[config.mk]
export PLATFORM = sky130hd
export DESIGN_NAME = fifo_reuse_handle_allocator_flat
export DESIGN_NICKNAME = d
export VERILOG_FILES = /design/src/fra_pkg.sv /design/src/fra_req_if.sv /design/src/fra_rsp_if.sv /design/src/fra_ram.sv /design/src/fifo_reuse_handle_allocator.sv /design/src/flat_wrapper.sv
export SDC_FILE = /design/constraint.sdc
export NUM_CORES = 1
export LEC_CHECK = 0
export BUFFER_PORTS_ARGS = -buffer_cell sky130_fd_sc_hd__buf_4
export CAP_MARGIN = 10
export CORE_MARGIN = 3
export CORE_UTILIZATION = 60
export DETAILED_ROUTE_END_ITERATION = 8
export PLACE_DENSITY = 0.76
export SLEW_MARGIN = 20
export SYNTH_ARGS = -nofsm -noshare
export SYNTH_HDL_FRONTEND = slang
export SYNTH_SLANG_ARGS = --single-unit
[constraint.sdc]
create_clock -name clk -period 6 [get_ports clk]
set_clock_uncertainty 0.2 [all_clocks]
set_input_delay 0.3 -clock clk [delete_from_list [all_inputs] [get_ports clk]]
set_output_delay 0.3 -clock clk [all_outputs]
set_load 0.02 [all_outputs]
[src/fra_pkg.sv]
package fra_pkg;

  // fixed field widths
  localparam int HANDLE_W = 6;
  localparam int STATUS_W = 2;

  // default pool size
  localparam int POOL_SIZE_DEF = 64;

  // request kinds
  localparam logic KIND_ALLOC   = 1'b0;
  localparam logic KIND_RELEASE = 1'b1;

  // result status codes
  typedef enum logic [STATUS_W-1:0] {
    ST_OK        = 2'd0,
    ST_NOT_OWNED = 2'd1,
    ST_EXHAUSTED = 2'd2
  } status_t;

endpackage

[src/fra_req_if.sv]
interface fra_req_if;
  logic                        valid;
  logic                        ready;
  logic                        kind;
  logic [fra_pkg::HANDLE_W-1:0] handle;

  modport source (output valid, output kind, output handle, input ready);
  modport sink   (input valid, input kind, input handle, output ready);
endinterface

[src/fra_rsp_if.sv]
interface fra_rsp_if;
  logic                         valid;
  logic                         ready;
  logic [fra_pkg::HANDLE_W-1:0] granted_handle;
  logic [fra_pkg::STATUS_W-1:0] status;

  modport source (output valid, output granted_handle, output status, input ready);
  modport sink   (input valid, input granted_handle, input status, output ready);
endinterface

[src/fra_ram.sv]
module fra_ram #(
  parameter int WIDTH = 8,
  parameter int DEPTH = 64
) (
  input  logic                     clk,
  input  logic                     we,
  input  logic [$clog2(DEPTH)-1:0] waddr,
  input  logic [WIDTH-1:0]         wdata,
  input  logic [$clog2(DEPTH)-1:0] raddr,
  output logic [WIDTH-1:0]         rdata
);

  logic [WIDTH-1:0] mem [DEPTH];

  // single write port, registered read (old data on collision)
  always_ff @(posedge clk) begin
    if (we) begin
      mem[waddr] <= wdata;
    end
    rdata <= mem[raddr];
  end

endmodule

[src/fifo_reuse_handle_allocator.sv]
// handle allocator: released handles are reused oldest first, else fresh ones are minted
// result: registered, and shows in the cycle after the item is accepted
// throughput: one item per cycle while the result is taken; ownership bits and all counters are read and
//   updated in the accepting cycle, the free fifo ram is read ahead at its head
// reset: ownership bits, fifo pointers and counts cleared at once, no clearing pass;
//   the free fifo ram is not cleared, an entry is only read after it is written
module fifo_reuse_handle_allocator #(
  parameter int POOL_SIZE = fra_pkg::POOL_SIZE_DEF
) (
  input  logic clk,
  input  logic rst_n,
  fra_req_if.sink   in_ch,
  fra_rsp_if.source out_ch
);

  localparam int HW        = fra_pkg::HANDLE_W;
  localparam int PTR_W     = $clog2(POOL_SIZE);
  localparam int CNT_W     = $clog2(POOL_SIZE + 1);
  // only handles that fit the handle field can ever be released
  localparam int OWN_DEPTH = (POOL_SIZE < (1 << HW)) ? POOL_SIZE : (1 << HW);
  localparam int OWN_W     = $clog2(OWN_DEPTH);

  logic [PTR_W-1:0]     head_r, tail_r, head_nxt;
  logic [CNT_W-1:0]     count_r, fresh_r;
  logic [OWN_DEPTH-1:0] owned_r;
  logic                 out_valid_r;
  logic [HW-1:0]        granted_r, granted_nxt;
  fra_pkg::status_t     status_r, status_nxt;
  logic                 byp_r, byp_nxt;
  logic [HW-1:0]        byp_data_r;
  logic [HW-1:0]        ram_rdata, head_val;

  logic                 in_ready, acc;
  logic                 pop, mint, push, own_we, own_val;
  logic [OWN_W-1:0]     own_idx;
  logic                 rel_in_range, head_in_range, fresh_in_range;
  logic                 ram_we;

  // handshake: the result register frees up when taken
  assign in_ready     = !out_valid_r || out_ch.ready;
  assign in_ch.ready  = in_ready;
  assign acc          = in_ch.valid && in_ready;

  // fifo head value, with bypass for a write that hit the read address
  assign head_val = byp_r ? byp_data_r : ram_rdata;

  assign rel_in_range   = {1'b0, in_ch.handle} < (HW + 1)'(OWN_DEPTH);
  assign head_in_range  = {1'b0, head_val} < (HW + 1)'(OWN_DEPTH);
  assign fresh_in_range = fresh_r < CNT_W'(OWN_DEPTH);

  // decode one request
  always_comb begin
    granted_nxt = '0;
    status_nxt  = fra_pkg::ST_OK;
    pop         = 1'b0;
    mint        = 1'b0;
    push        = 1'b0;
    own_we      = 1'b0;
    own_val     = 1'b0;
    own_idx     = '0;
    if (in_ch.kind == fra_pkg::KIND_ALLOC) begin
      if (count_r != '0) begin
        granted_nxt = head_val;
        pop         = 1'b1;
        own_we      = head_in_range;
        own_val     = 1'b1;
        own_idx     = head_val[OWN_W-1:0];
      end else if (fresh_r < CNT_W'(POOL_SIZE)) begin
        granted_nxt = HW'(fresh_r);
        mint        = 1'b1;
        own_we      = fresh_in_range;
        own_val     = 1'b1;
        own_idx     = fresh_r[OWN_W-1:0];
      end else begin
        status_nxt = fra_pkg::ST_EXHAUSTED;
      end
    end else begin
      if (!rel_in_range || !owned_r[in_ch.handle[OWN_W-1:0]]) begin
        status_nxt = fra_pkg::ST_NOT_OWNED;
      end else begin
        own_we  = 1'b1;
        own_val = 1'b0;
        own_idx = in_ch.handle[OWN_W-1:0];
        push    = count_r < CNT_W'(POOL_SIZE);
      end
    end
  end

  // next head position drives the read-ahead address
  always_comb begin
    head_nxt = head_r;
    if (acc && pop) begin
      head_nxt = (head_r == PTR_W'(POOL_SIZE - 1)) ? '0 : head_r + 1'b1;
    end
  end

  assign ram_we  = acc && push;
  assign byp_nxt = ram_we && (tail_r == head_nxt);

  fra_ram #(
    .WIDTH (HW),
    .DEPTH (POOL_SIZE)
  ) u_free_fifo (
    .clk   (clk),
    .we    (ram_we),
    .waddr (tail_r),
    .wdata (in_ch.handle),
    .raddr (head_nxt),
    .rdata (ram_rdata)
  );

  // control state
  always_ff @(posedge clk) begin
    if (!rst_n) begin
      head_r      <= '0;
      tail_r      <= '0;
      count_r     <= '0;
      fresh_r     <= '0;
      owned_r     <= '0;
      out_valid_r <= 1'b0;
      byp_r       <= 1'b0;
    end else begin
      head_r <= head_nxt;
      byp_r  <= byp_nxt;
      if (acc) begin
        if (push) begin
          tail_r  <= (tail_r == PTR_W'(POOL_SIZE - 1)) ? '0 : tail_r + 1'b1;
          count_r <= count_r + 1'b1;
        end else if (pop) begin
          count_r <= count_r - 1'b1;
        end
        if (mint) begin
          fresh_r <= fresh_r + 1'b1;
        end
        if (own_we) begin
          owned_r[own_idx] <= own_val;
        end
      end
      if (acc) begin
        out_valid_r <= 1'b1;
      end else if (out_ch.ready) begin
        out_valid_r <= 1'b0;
      end
    end
  end

  // result and bypass payload
  always_ff @(posedge clk) begin
    byp_data_r <= in_ch.handle;
    if (acc) begin
      granted_r <= granted_nxt;
      status_r  <= status_nxt;
    end
  end

  assign out_ch.valid          = out_valid_r;
  assign out_ch.granted_handle = granted_r;
  assign out_ch.status         = status_r;

  // queue never holds more handles than were minted
  a_count_le_fresh: assert property (@(posedge clk) disable iff (!rst_n)
    count_r <= fresh_r)
    else $error("free fifo count exceeds minted handles");

  // exhaustion only once every handle is minted
  a_exhausted_fresh: assert property (@(posedge clk) disable iff (!rst_n)
    out_valid_r && (status_r == fra_pkg::ST_EXHAUSTED) |-> fresh_r == CNT_W'(POOL_SIZE))
    else $error("exhausted reported with handles left to mint");

  // a good release clears the ownership bit
  a_release_clears: assert property (@(posedge clk) disable iff (!rst_n)
    acc && (in_ch.kind == fra_pkg::KIND_RELEASE) && (status_nxt == fra_pkg::ST_OK)
    |=> !owned_r[$past(in_ch.handle[OWN_W-1:0])])
    else $error("released handle still marked owned");

  // an accepted item always leaves a result
  a_result_follows: assert property (@(posedge clk) disable iff (!rst_n)
    acc |=> out_valid_r)
    else $error("accepted item produced no result");

endmodule
[src/flat_wrapper.sv]
// flat-port wrapper written by rule: the top's interface ports become plain ports
module fifo_reuse_handle_allocator_flat 
#(
  parameter int POOL_SIZE = fra_pkg::POOL_SIZE_DEF
)
  (clk, rst_n, in_ch_valid, in_ch_kind, in_ch_handle, in_ch_ready, out_ch_valid, out_ch_granted_handle, out_ch_status, out_ch_ready);
  fra_req_if in_ch_i ();
  fra_rsp_if out_ch_i ();
  input  logic clk;
  input  logic rst_n;
  input wire logic [$bits(in_ch_i.valid)-1:0] in_ch_valid;
  input wire logic [$bits(in_ch_i.kind)-1:0] in_ch_kind;
  input wire logic [$bits(in_ch_i.handle)-1:0] in_ch_handle;
  output wire logic [$bits(in_ch_i.ready)-1:0] in_ch_ready;
  output wire logic [$bits(out_ch_i.valid)-1:0] out_ch_valid;
  output wire logic [$bits(out_ch_i.granted_handle)-1:0] out_ch_granted_handle;
  output wire logic [$bits(out_ch_i.status)-1:0] out_ch_status;
  input wire logic [$bits(out_ch_i.ready)-1:0] out_ch_ready;
  assign in_ch_i.valid = in_ch_valid;
  assign in_ch_i.kind = in_ch_kind;
  assign in_ch_i.handle = in_ch_handle;
  assign in_ch_ready = in_ch_i.ready;
  assign out_ch_valid = out_ch_i.valid;
  assign out_ch_granted_handle = out_ch_i.granted_handle;
  assign out_ch_status = out_ch_i.status;
  assign out_ch_i.ready = out_ch_ready;
  fifo_reuse_handle_allocator #(.POOL_SIZE(POOL_SIZE)) u_core (.clk(clk), .rst_n(rst_n), .in_ch(in_ch_i), .out_ch(out_ch_i));
endmodule
# After elaboration in Yosys (flattened, before gate mapping)
# Memory sizes are Yosys's and may differ from the RTL's. A register that Yosys moved wholly into a read port is not among the register bits.
# Cells that the tools add are included.
# W data, S select, Z words.
dict set report word_totals {
  in_bits 11
  word_cells 72
  regBits 106
  out_inout_bits 10
  ram_bits 384
  mem_count 1
}
# name words width read_ports rd_ports_with_merged_regs wr line
set mem_list {}
lappend mem_list {u_core.u_free_fifo.mem 64 6 1 1 1 fra_ram.sv:13} ;# logic [WIDTH-1:0] mem [DEPTH];
dict set report op_classes {
  n_mux 34
  magnitude_cmp 5
  n_eq_ne 3
  reduce_logical 14
  add_sub_neg 5
}
# cell n
set op_table {}
lappend op_table {{$bwmux W64} 1}
lappend op_table {{$mux W6} 8}
lappend op_table {{$mux W1} 18}
lappend op_table {{$add A7 B1 Y7 const B} 2}
lappend op_table {{$lt A6 B7 Y1 const B} 2}
lappend op_table {{$lt A7 B7 Y1 const B} 2}
lappend op_table {{$mux W7} 2}
lappend op_table {{$add A6 B1 Y6 const B} 2}
lappend op_table {{$eq A6 B6 Y1 const B} 2}
lappend op_table {{$reduce_and A2 Y1} 4}
lappend op_table {{$reduce_bool A7 Y1} 1}
lappend op_table {{$sub A7 B1 Y7 const B} 1}
lappend op_table {{$bmux W1 S6} 1}
lappend op_table {{$demux W1 S6} 1}
lappend op_table {{$eq A6 B6 Y1} 1}
lappend op_table {{$ge A6 B1 Y1 const B} 1}
lappend op_table {{$mux W2} 3}
lappend op_table {{$logic_and A1 B1 Y1} 5}
lappend op_table {{$reduce_bool A2 Y1} 2}
lappend op_table {{$logic_not A1 Y1} 1}
lappend op_table {{$logic_or A1 B1 Y1} 1}

# Logic depth before layout (Yosys ltp)
# Gate-level depths: netlist of the first run.
dict set report depth {
  depth_word 9
  ltp_mapped 18
}

# Modules after synthesis
# From an unflattened synthesis of the first run, not the netlist that was laid out.
dict set report hier_totals {
  hier_cells 1323
  area_unflattened_um2 21112.7
}
# mod area_per_inst_um2 cells_per_inst n_inst seq_area_each_um2
set modules_own_cells {}
lappend modules_own_cells {fra_ram 15225.9 720 1 11651.2}
lappend modules_own_cells {fifo_reuse_handle_allocator 5886.9 603 1 2202.1}

# Worst setup path after synthesis of the first run
# No wires, ideal clock.
dict set report synth_path {
  path_kind {in2reg}
  start {input in_ch_handle[1]}
  end {register u_core.count_r[6]}
  slack_ns 2.207
  t_required_ns 5.674
  t_arrival_ns 3.468
  setup_ns 0.126
  cell_stages 16
  cell_sequence {clkbuf_1 -> nor2_1 -> a22oi_1 -> o221ai_1 -> a311oi_2 -> nor3b_4 -> o21a_2 -> nand2b_1 -> fa_1 -> a21o_1 -> a21oi_1 -> nor2b_1 -> o21a_1 -> nor3_1 -> a21boi_0 -> a21boi_0}
}
dict set report synth_via {
  elab_chain_len 6
  elab_cells_between_ends 7
}
# element line
set synth_lines {}
lappend synth_lines {{start, declared} flat_wrapper.sv:13} ;# input wire logic [$bits(in_ch_i.handle)-1:0] in_ch_handle;
lappend synth_lines {{$bmux W1 S6 *} fifo_reuse_handle_allocator.sv:78} ;# if (!rel_in_range || !owned_r[in_ch.handle[OWN_W-1:0]]) begin
lappend synth_lines {{$mux W1 (implied by the code) *} fifo_reuse_handle_allocator.sv:78}
lappend synth_lines {{$mux W1 *} fifo_reuse_handle_allocator.sv:78}
lappend synth_lines {{$mux W1 *} fifo_reuse_handle_allocator.sv:61} ;# if (in_ch.kind == fra_pkg::KIND_ALLOC) begin
lappend synth_lines {{$reduce_bool A2 Y1 (no line)} -}
lappend synth_lines {{$reduce_and A2 Y1 (no line)} -}
lappend synth_lines {{end signal, assigned} fifo_reuse_handle_allocator.sv:128} ;# count_r <= count_r + 1'b1;
lappend synth_lines {{end signal, assigned} fifo_reuse_handle_allocator.sv:130} ;# count_r <= count_r - 1'b1;
lappend synth_lines {{end, declared} fifo_reuse_handle_allocator.sv:24} ;# logic [CNT_W-1:0] count_r, fresh_r;
# Mark *: on every way between the ends. The rest lies on a longest branch, timed or not. The select of a mux whose other input is x is not followed.
# A chain may end at the register's enable or synchronous reset.

# Final worst setup path of the first run
dict set report layout_path {
  start {register u_core.count_r[2]}
  end {register u_core.u_free_fifo.rdata[3], read port of u_core.u_free_fifo.mem}
}
dict set report layout_via {
  elab_chain_len 5
}
# element line
set layout_lines {}
lappend layout_lines {{$reduce_bool A7 Y1} fifo_reuse_handle_allocator.sv:62} ;# if (count_r != '0) begin
lappend layout_lines {{$mux W1} fifo_reuse_handle_allocator.sv:62}
lappend layout_lines {{$mux W1} fifo_reuse_handle_allocator.sv:61}
lappend layout_lines {{$logic_and A1 B1 Y1} fifo_reuse_handle_allocator.sv:92} ;# if (acc && pop) begin
lappend layout_lines {{$mux W6} fifo_reuse_handle_allocator.sv:92}
lappend layout_lines {{end, declared} fra_ram.sv:10} ;# output logic [WIDTH-1:0] rdata
# No other way between the ends.

==> results of run 1 <==
-- cell families after synthesis --
logic type	count (synthesis)	share of synthesized area, %
and+or+nand+nor	520	11.0
AOI/OAI and AO/OA	369	12.8
buffers and inverters	138	3.04
xor gates and xnor gates	19	0.788
adders and majority gates	9	0.568
DFF	496	65.6
muxes	117	6.16
-- flip-flops by register name (all words and copies together), names as in the netlist --
register and count:
u_core.byp_data_r 6, u_core.byp_r 1, u_core.count_r 7, u_core.fresh_r 7, u_core.head_r 6, u_core.out_ch.granted_handle 6
u_core.out_ch.status 2, u_core.out_ch.valid 1, u_core.owned_r 64, u_core.tail_r 6, u_core.u_free_fifo.mem 384, u_core.u_free_fifo.rdata 6
-- worst register-to-register path, delay by kind of cell, from the launching register on --
kind,cells,cell delay (ps)
flip-flops,1,340
AND/OR/NAND/NOR,5,2320
buffers and inverters,1,430
AO/OA/AOI/OAI,4,1130
-- Yosys cell counts (all sizes together), types with 4 or more instances --
cell	n	area share [%]
mux4	6	0.68
inv	15	0.27
nand4	5	0.15
nor2b	8	0.24
a221oi	17	0.82
xor2	4	0.17
ha	8	0.47
dfxtp	104	9.9
o211ai	62	2.2
or3	7	0.21
a21oi	9	0.21
nand2	203	3.6
xnor2	15	0.62
mux2	36	1.9
o21ai	31	0.75
o221ai	14	0.58
nand2b	8	0.24
edfxtp	392	56
nand3	36	0.88
a22oi	13	0.46
o31ai	56	2.0
nand3b	4	0.14
buf	60	1.7
nor3	6	0.22
mux2i	75	3.6
nor2	172	3.1
a211oi	51	1.8
clkbuf	63	1.1
a21o	7	0.25
a31oi	54	1.6
o211a	4	0.19
o22ai	24	0.71
a21boi	10	0.36
a221o	8	0.38
and2	60	1.8
-- cell type report --
cell class                      instances  share of cell area, %
Sequential cell                       496                   60.1
Multi-Input combinational cell       1034                   28.9
Clock buffer                           74                   6.27
Tap cell                              455                   2.47
Timing Repair Buffer                   44                   1.58
Clock inverter                         18                  0.478
Inverter                               15                  0.244
-- worst min path at each step --
stage                            start                       endpoint
floorplan              in_ch_handle[0]           u_core.byp_data_r[0]
global placement    u_core.owned_r[31]             u_core.owned_r[31]
detailed placement  u_core.owned_r[31]             u_core.owned_r[31]
CTS                    in_ch_handle[0]           u_core.byp_data_r[0]
global route           in_ch_handle[4]  u_core.u_free_fifo.mem[33][4]
finish                 in_ch_handle[4]  u_core.u_free_fifo.mem[33][4]
-- power by group --
group / switching [mW] / total [mW] / internal (mW)
registers: 0.0562 / 3.83 / 3.78
clock network: 1.22 / 2.92 / 1.70
logic: 1.34 / 2.05 / 0.717
-- through the flow --
stage	utilization (%)	power [mW]	setup slack, ps	cells
3_3_place_gp	61.9	5.88	1110	2039
5_1_grt	66.6	9.18	1170	2136
4_1_cts	66.6	8.82	1460	2135
6_report	66.6	8.81	1460	2136
3_5_place_dp	61.9	5.92	979	2039
2_1_floorplan	-	5.40	2210	1668
-- metal layers --
metal  vias up  track usage [%]  routed length (um)
met3        98             3.30                3340
met4         0             7.45                1250
li1       6244                -                   -
met2       558             40.0               22400
met5         -                0                   0
met1      6460             34.3               19400
-- what timing repair did --
item                                   4_1_cts  5_1_grt
setup endpoints to repair                    0        0
hold buffers                                 4        0
endpoints found under the hold margin       10        0
gates resized for setup                      0        0
==> run_summary.xml, run 1 <==
<?xml version="1.0" encoding="UTF-8"?>
<metrics>
  <group name="place">
    <metric name="routability_cong" unit="">0.881</metric>
    <metric name="placedInstanceArea" unit="mm2">0.0215</metric>
    <metric name="hpwl" unit="mm">27.8</metric>
    <metric name="io_buffers" unit="">20</metric>
  </group>
  <group name="cells_and_area">
    <metric name="multi_input_area" unit="mm2">0.00665</metric>
    <metric name="diodes" unit="">0</metric>
    <metric name="final_cell_mix" unit="">edfxtp_1 (392), nand2_1 (202), nor2_1 (172)</metric>
    <metric name="stdcell_area" unit="mm2">0.0231</metric>
    <metric name="layout.cells.most_common" unit="">edfxtp_1</metric>
    <metric name="area_growth" unit="%">9.10</metric>
    <metric name="layout.filler_cells" unit="">2428</metric>
    <metric name="register_area" unit="mm2">0.0139</metric>
    <metric name="post_route_cells_drive_above_1_share" unit="%">9.93</metric>
    <metric name="layout_nets" unit="">1660</metric>
  </group>
  <group name="critical_path">
    <metric name="reg2reg_from" unit="">u_core.count_r[2]</metric>
    <metric name="worst_path_largest_cell_delay" unit="ps">620</metric>
    <metric name="setup.worst_path.start" unit="">u_core.count_r[2]</metric>
    <metric name="crit_start_category" unit="">register</metric>
    <metric name="critical_path_class" unit="">register to register</metric>
    <metric name="worst_path_top_cell_family_by_delay" unit="">simple AND/OR/NAND/NOR gates</metric>
    <metric name="critical_path.endpoint" unit="">u_core.u_free_fifo.rdata[3]</metric>
    <metric name="timing.critical_path.arrival" unit="ps">4780</metric>
    <metric name="worst-r2r-cell-count" unit="">10</metric>
    <metric name="reg2reg_slack" unit="ps">1460</metric>
    <metric name="timing.critical_path.depth" unit="">10</metric>
    <metric name="worstReg2RegEnd" unit="">u_core.u_free_fifo.rdata[3]</metric>
    <metric name="critPathSlowestCell" unit="">nand2_4</metric>
    <metric name="total_buffers_and_inverters_traversed_by_the_critical_path" unit="">1</metric>
    <metric name="worstPathRequired" unit="ps">6240</metric>
    <metric name="cp_max_fo" unit="">64</metric>
    <metric name="crit_path_end_kind" unit="">register</metric>
    <metric name="path_cells" unit="">or4_4 -&gt; nor4_4 -&gt; or3_1 -&gt; nand2_1 -&gt; nand2_4 -&gt; buf_4 -&gt; a31oi_1 -&gt; a221oi_1 -&gt; o22ai_1 -&gt; a221o_1</metric>
  </group>
  <group name="drt">
    <metric name="viasPerCell" unit="">6.25</metric>
    <metric name="drt-wirelength-per-cell" unit="um">21.7</metric>
    <metric name="drtPass1Iterations" unit="">5</metric>
    <metric name="postRouteWirelength" unit="mm">46.4</metric>
    <metric name="routed-via-count" unit="">13360</metric>
    <metric name="drt_drc_violations_left" unit="">0</metric>
    <metric name="ant_nets" unit="">0</metric>
    <metric name="drt_iter0_markers" unit="">1313</metric>
  </group>
  <group name="sta">
    <metric name="final-max-slew-violation-count" unit="">0</metric>
    <metric name="final.period_utilization" unit="%">75.6</metric>
    <metric name="fmax" unit="MHz">220</metric>
    <metric name="finalHoldViolations" unit="">0</metric>
    <metric name="timing_worst_slew_pin_value" unit="ps">1060</metric>
    <metric name="finalSetupViolations" unit="">0</metric>
    <metric name="timing.hold.ws" unit="ps">54.5</metric>
    <metric name="grt_setup_unrepaired" unit="">false</metric>
    <metric name="slew_hr" unit="%">29.4</metric>
    <metric name="minimum_period_implied_by_the_final_worst_setup_slack" unit="ps">4540</metric>
    <metric name="tns" unit="ps">0</metric>
  </group>
  <group name="clock_network">
    <metric name="cts_root_buf" unit="">clkbuf_16</metric>
    <metric name="path_clk_slew" unit="ps">60</metric>
    <metric name="ctsHtreeMaxLevel" unit="">2</metric>
    <metric name="cts_tree" unit="">done</metric>
    <metric name="post_cts.repair.setup_buffers" unit="">0</metric>
    <metric name="count_of_clock_tree_sinks" unit="">496</metric>
    <metric name="cts_max_path_buffers" unit="">3</metric>
    <metric name="worst_skew_pair.late_latency" unit="ps">560</metric>
    <metric name="numCtsBuffers" unit="">49</metric>
  </group>
  <group name="yosys">
    <metric name="synth.distinct_cells" unit="">66</metric>
    <metric name="yosys_register_bits" unit="">496</metric>
    <metric name="synthesis.area" unit="mm2">0.0211</metric>
    <metric name="synth_enable_flop_cells" unit="">392</metric>
    <metric name="yosys_most_used_dff" unit="">edfxtp_1</metric>
    <metric name="synth.avg_cell_area" unit="um2">12.7</metric>
    <metric name="synthesis.nets" unit="">1688</metric>
    <metric name="post_synth_inst_count" unit="">1668</metric>
    <metric name="synth_seq_area_share" unit="%">65.6</metric>
    <metric name="synthArstFlopShare" unit="%">0</metric>
    <metric name="synth-warning-count" unit="">0</metric>
  </group>
  <group name="die">
    <metric name="core" unit="mm2">0.0346</metric>
    <metric name="floorplan.die.width" unit="um">194</metric>
    <metric name="start_util" unit="%">61.0</metric>
    <metric name="fp.dieH" unit="um">194</metric>
    <metric name="floorplan.io_pins" unit="">21</metric>
    <metric name="die_area" unit="mm2">0.0375</metric>
    <metric name="fp-row-count" unit="">68</metric>
  </group>
  <group name="run">
    <metric name="max_cap_violations" unit="">0</metric>
  </group>
  <group name="global_routing">
    <metric name="grt_usage" unit="%">24.3</metric>
    <metric name="grt_first_pass_wirelength" unit="mm">72.1</metric>
    <metric name="grt_start_max_net_pins" unit="">98</metric>
    <metric name="grt_antenna_before_repair" unit="">0</metric>
    <metric name="grt.overflow.total" unit="">0</metric>
    <metric name="first_global_vias" unit="">12807</metric>
  </group>
  <group name="min_path">
    <metric name="min_path_cells" unit="">1</metric>
    <metric name="hold_path.class" unit="">input pin to register</metric>
  </group>
  <group name="outcome">
    <metric name="outcome" unit="">finished, final reports clean</metric>
  </group>
  <group name="pwr">
    <metric name="power.ir.vdd_worst" unit="mV">0.474</metric>
    <metric name="power_density" unit="mW/mm2">382</metric>
    <metric name="p_leak" unit="nW">7.82</metric>
  </group>
</metrics>
(Power assumes the default switching activity.)
==> run 2: changes to the inputs <==
==> constraint.sdc (replaced) <==
create_clock -name clk -period 4.55 [get_ports clk]
set_clock_uncertainty 0.2 [all_clocks]
set_input_delay 0.2275 -clock clk [delete_from_list [all_inputs] [get_ports clk]]
set_output_delay 0.2275 -clock clk [all_outputs]
set_load 0.02 [all_outputs]
==> run 2 against run 1 <==
Net effect: critical path depth up 3; register-to-register slack worse by 1100 ps; global-route usage up 0.52 points; clock power up 36%.
==> run_summary.xml, run 2 (synthesis gave the netlist of run 1 again) <==
<?xml version="1.0" encoding="UTF-8"?>
<metrics>
  <group name="global_routing">
    <metric name="groute.layer.met3.usage" unit="%">3.79</metric>
    <metric name="grt.met1_usage" unit="%">34.2</metric>
    <metric name="grt_usage" unit="%">24.8</metric>
    <metric name="grt.overflow.total" unit="">0</metric>
    <metric name="grt_antenna_before_repair" unit="">0</metric>
    <metric name="grt_first_pass_wirelength" unit="mm">73.6</metric>
    <metric name="busiest_layer" unit="">met2</metric>
    <metric name="first_global_vias" unit="">13082</metric>
    <metric name="grt_start_max_net_pins" unit="">94</metric>
    <metric name="met2_usage" unit="%">41.0</metric>
  </group>
  <group name="sta">
    <metric name="slew_hr" unit="%">39.5</metric>
    <metric name="final.period_utilization" unit="%">93.9</metric>
    <metric name="fmax" unit="MHz">234</metric>
    <metric name="tns" unit="ps">0</metric>
    <metric name="timing.hold.ws" unit="ps">51.0</metric>
    <metric name="final-max-slew-violation-count" unit="">0</metric>
    <metric name="minimum_period_implied_by_the_final_worst_setup_slack" unit="ps">4270</metric>
    <metric name="timing_worst_slew_pin_value" unit="ps">908</metric>
    <metric name="finalHoldViolations" unit="">0</metric>
    <metric name="finalSetupViolations" unit="">0</metric>
  </group>
  <group name="clock_network">
    <metric name="worst_skew_pair.late_latency" unit="ps">560</metric>
    <metric name="ctsHtreeMaxLevel" unit="">2</metric>
    <metric name="cts_tree" unit="">done</metric>
    <metric name="path_clk_slew" unit="ps">60</metric>
    <metric name="count_of_clock_tree_sinks" unit="">496</metric>
    <metric name="cts_root_buf" unit="">clkbuf_16</metric>
    <metric name="cts_max_path_buffers" unit="">3</metric>
    <metric name="numCtsBuffers" unit="">50</metric>
    <metric name="post_cts.repair.setup_buffers" unit="">0</metric>
  </group>
  <group name="cells_and_area">
    <metric name="largest_register" unit="">u_core.u_free_fifo.mem</metric>
    <metric name="layout.cells.most_common" unit="">edfxtp_1</metric>
    <metric name="layout_nets" unit="">1683</metric>
    <metric name="layout.filler_cells" unit="">2417</metric>
    <metric name="diodes" unit="">0</metric>
    <metric name="post_route_cells_drive_above_1_share" unit="%">11.2</metric>
    <metric name="reg.largest.list" unit="">u_core.u_free_fifo.mem x384, u_core.owned_r x64</metric>
    <metric name="layout.core_utilization" unit="%">67.4</metric>
    <metric name="final_cell_mix" unit="">edfxtp_1 (392), nand2_1 (202), nor2_1 (172)</metric>
    <metric name="largest_register_ffs" unit="">384</metric>
    <metric name="area_growth" unit="%">10.4</metric>
  </group>
  <group name="die">
    <metric name="start_util" unit="%">61.0</metric>
    <metric name="fp.dieH" unit="um">194</metric>
    <metric name="fp-row-count" unit="">68</metric>
    <metric name="floorplan.io_pins" unit="">21</metric>
    <metric name="core" unit="mm2">0.0346</metric>
    <metric name="floorplan.die.width" unit="um">194</metric>
    <metric name="die_area" unit="mm2">0.0375</metric>
  </group>
  <group name="critical_path">
    <metric name="critPathSlowestCell" unit="">or3_1</metric>
    <metric name="worst_path_top_cell_family_by_delay" unit="">simple AND/OR/NAND/NOR gates</metric>
    <metric name="crit_start_category" unit="">input pin</metric>
    <metric name="crit_path_end_kind" unit="">register</metric>
    <metric name="reg2reg_from" unit="">u_core.count_r[2]</metric>
    <metric name="total_buffers_and_inverters_traversed_by_the_critical_path" unit="">3</metric>
    <metric name="path_cells" unit="">dlygate4sd3_1 -&gt; buf_4 -&gt; nand2b_1 -&gt; o22ai_1 -&gt; a221oi_1 -&gt; o221ai_1 -&gt; a311oi_2 -&gt; buf_4 -&gt; o21ai_2 -&gt; nor3_2 -&gt; nand2_1 -&gt; or3_1 -&gt; nor2_1</metric>
    <metric name="critical_path_class" unit="">input pin to register</metric>
    <metric name="worst_path_largest_cell_delay" unit="ps">630</metric>
    <metric name="worst-r2r-cell-count" unit="">12</metric>
    <metric name="worstReg2RegEnd" unit="">u_core.u_free_fifo.rdata[4]</metric>
    <metric name="timing.critical_path.arrival" unit="ps">4270</metric>
    <metric name="cp_max_fo" unit="">27</metric>
    <metric name="reg2reg_slack" unit="ps">340</metric>
    <metric name="worstPathRequired" unit="ps">4540</metric>
    <metric name="cpMostUsedCell" unit="">buf_4</metric>
  </group>
  <group name="min_path">
    <metric name="min_path_cells" unit="">3</metric>
    <metric name="hold_end" unit="">u_core.out_ch.status[0]</metric>
    <metric name="hold_path.class" unit="">input pin to register</metric>
    <metric name="min_from" unit="">in_ch_kind</metric>
  </group>
  <group name="drt">
    <metric name="drt_iter0_markers" unit="">1657</metric>
    <metric name="drt-wirelength-per-cell" unit="um">21.9</metric>
    <metric name="drt_drc_violations_left" unit="">0</metric>
    <metric name="drtPass1Iterations" unit="">9</metric>
    <metric name="postRouteWirelength" unit="mm">47.3</metric>
    <metric name="ant_nets" unit="">0</metric>
    <metric name="routed-via-count" unit="">13561</metric>
    <metric name="viasPerCell" unit="">6.29</metric>
  </group>
  <group name="place">
    <metric name="io_buffers" unit="">20</metric>
    <metric name="hpwl" unit="mm">28.9</metric>
    <metric name="routability_cong" unit="">0.905</metric>
  </group>
  <group name="pwr">
    <metric name="p_leak" unit="nW">7.93</metric>
    <metric name="power_density" unit="mW/mm2">506</metric>
    <metric name="power" unit="mW">11.8</metric>
    <metric name="power.ir.vdd_worst" unit="mV">0.298</metric>
  </group>
  <group name="run">
    <metric name="max_cap_violations" unit="">0</metric>
  </group>
  <group name="outcome">
    <metric name="outcome" unit="">finished, final reports clean</metric>
  </group>
</metrics>
-- run 2: cell count changes in the layout (fill, tap and decap cells not counted), moves of 3 or more --
cell	before	now
buf_4	37	52
clkinvlp_4	0	7
buf_12	2	6
clkbuf_1	15	11
clkbuf_8	6	2
bufinv_16	1	4
clkinv_2	7	4
-- run 2: repair_timing --
item                       4_1_cts  5_1_grt
hold endpoints to repair        27        0
hold buffers                     6        0
gates resized for setup          0        2
setup endpoints to repair        0        1
-- run 2: worst max path at each step --
stage,from,end,slack (ps),depth (start not counted)
after floorplan,in_ch_handle[1],u_core.count_r[6],830,16
after global placement,in_ch_handle[0],u_core.count_r[6],300,17
after detailed placement,in_ch_handle[0],u_core.count_r[6],250,17
after CTS,in_ch_handle[0],u_core.count_r[6],230,18
after global routing,in_ch_handle[0],u_core.count_r[6],-8,18
final,in_ch_handle[1],u_core.u_free_fifo.mem[21][1],280,13
-- run 2: tightest hold or removal path, stage by stage --
cell and delay (ps):
buf_4 200, nand2b_1 140, nor2_1 60
-- run 2: cell type report --
type                            count  area, um2  area share (%)
Clock buffer                       64       1350            5.77
Clock inverter                     27        255            1.09
Inverter                           15       56.3           0.241
Multi-Input combinational cell   1034       6650            28.5
Sequential cell                   496      13900            59.4
Tap cell                          455        569            2.44
Timing Repair Buffer               66        591            2.53
-- run 2: metal layers --
metal,routed length (um),vias to the layer above,share of wire [%]
met1,19500,6628,41
li1,-,6275,-
met2,23000,550,49
met3,3310,108,7.0
met5,0,-,0
met4,1460,0,3.1
-- run 2: where the power goes --
part	switching, mW	total [mW]	internal, mW
clock network	1.65	3.97	2.32
logic	1.78	2.80	1.01
registers	0.0633	5.04	4.98
total	3.50	11.8	8.31
-- run 2: metrics by stage --
step	std cells	instance area (um2)	setup slack, ps
after floorplan	1668	21100	829
after global placement	2059	21700	296
final	2157	23300	277
after global routing	2157	23300	-7.53
after detailed placement	2059	21700	245
after CTS	2156	23300	226
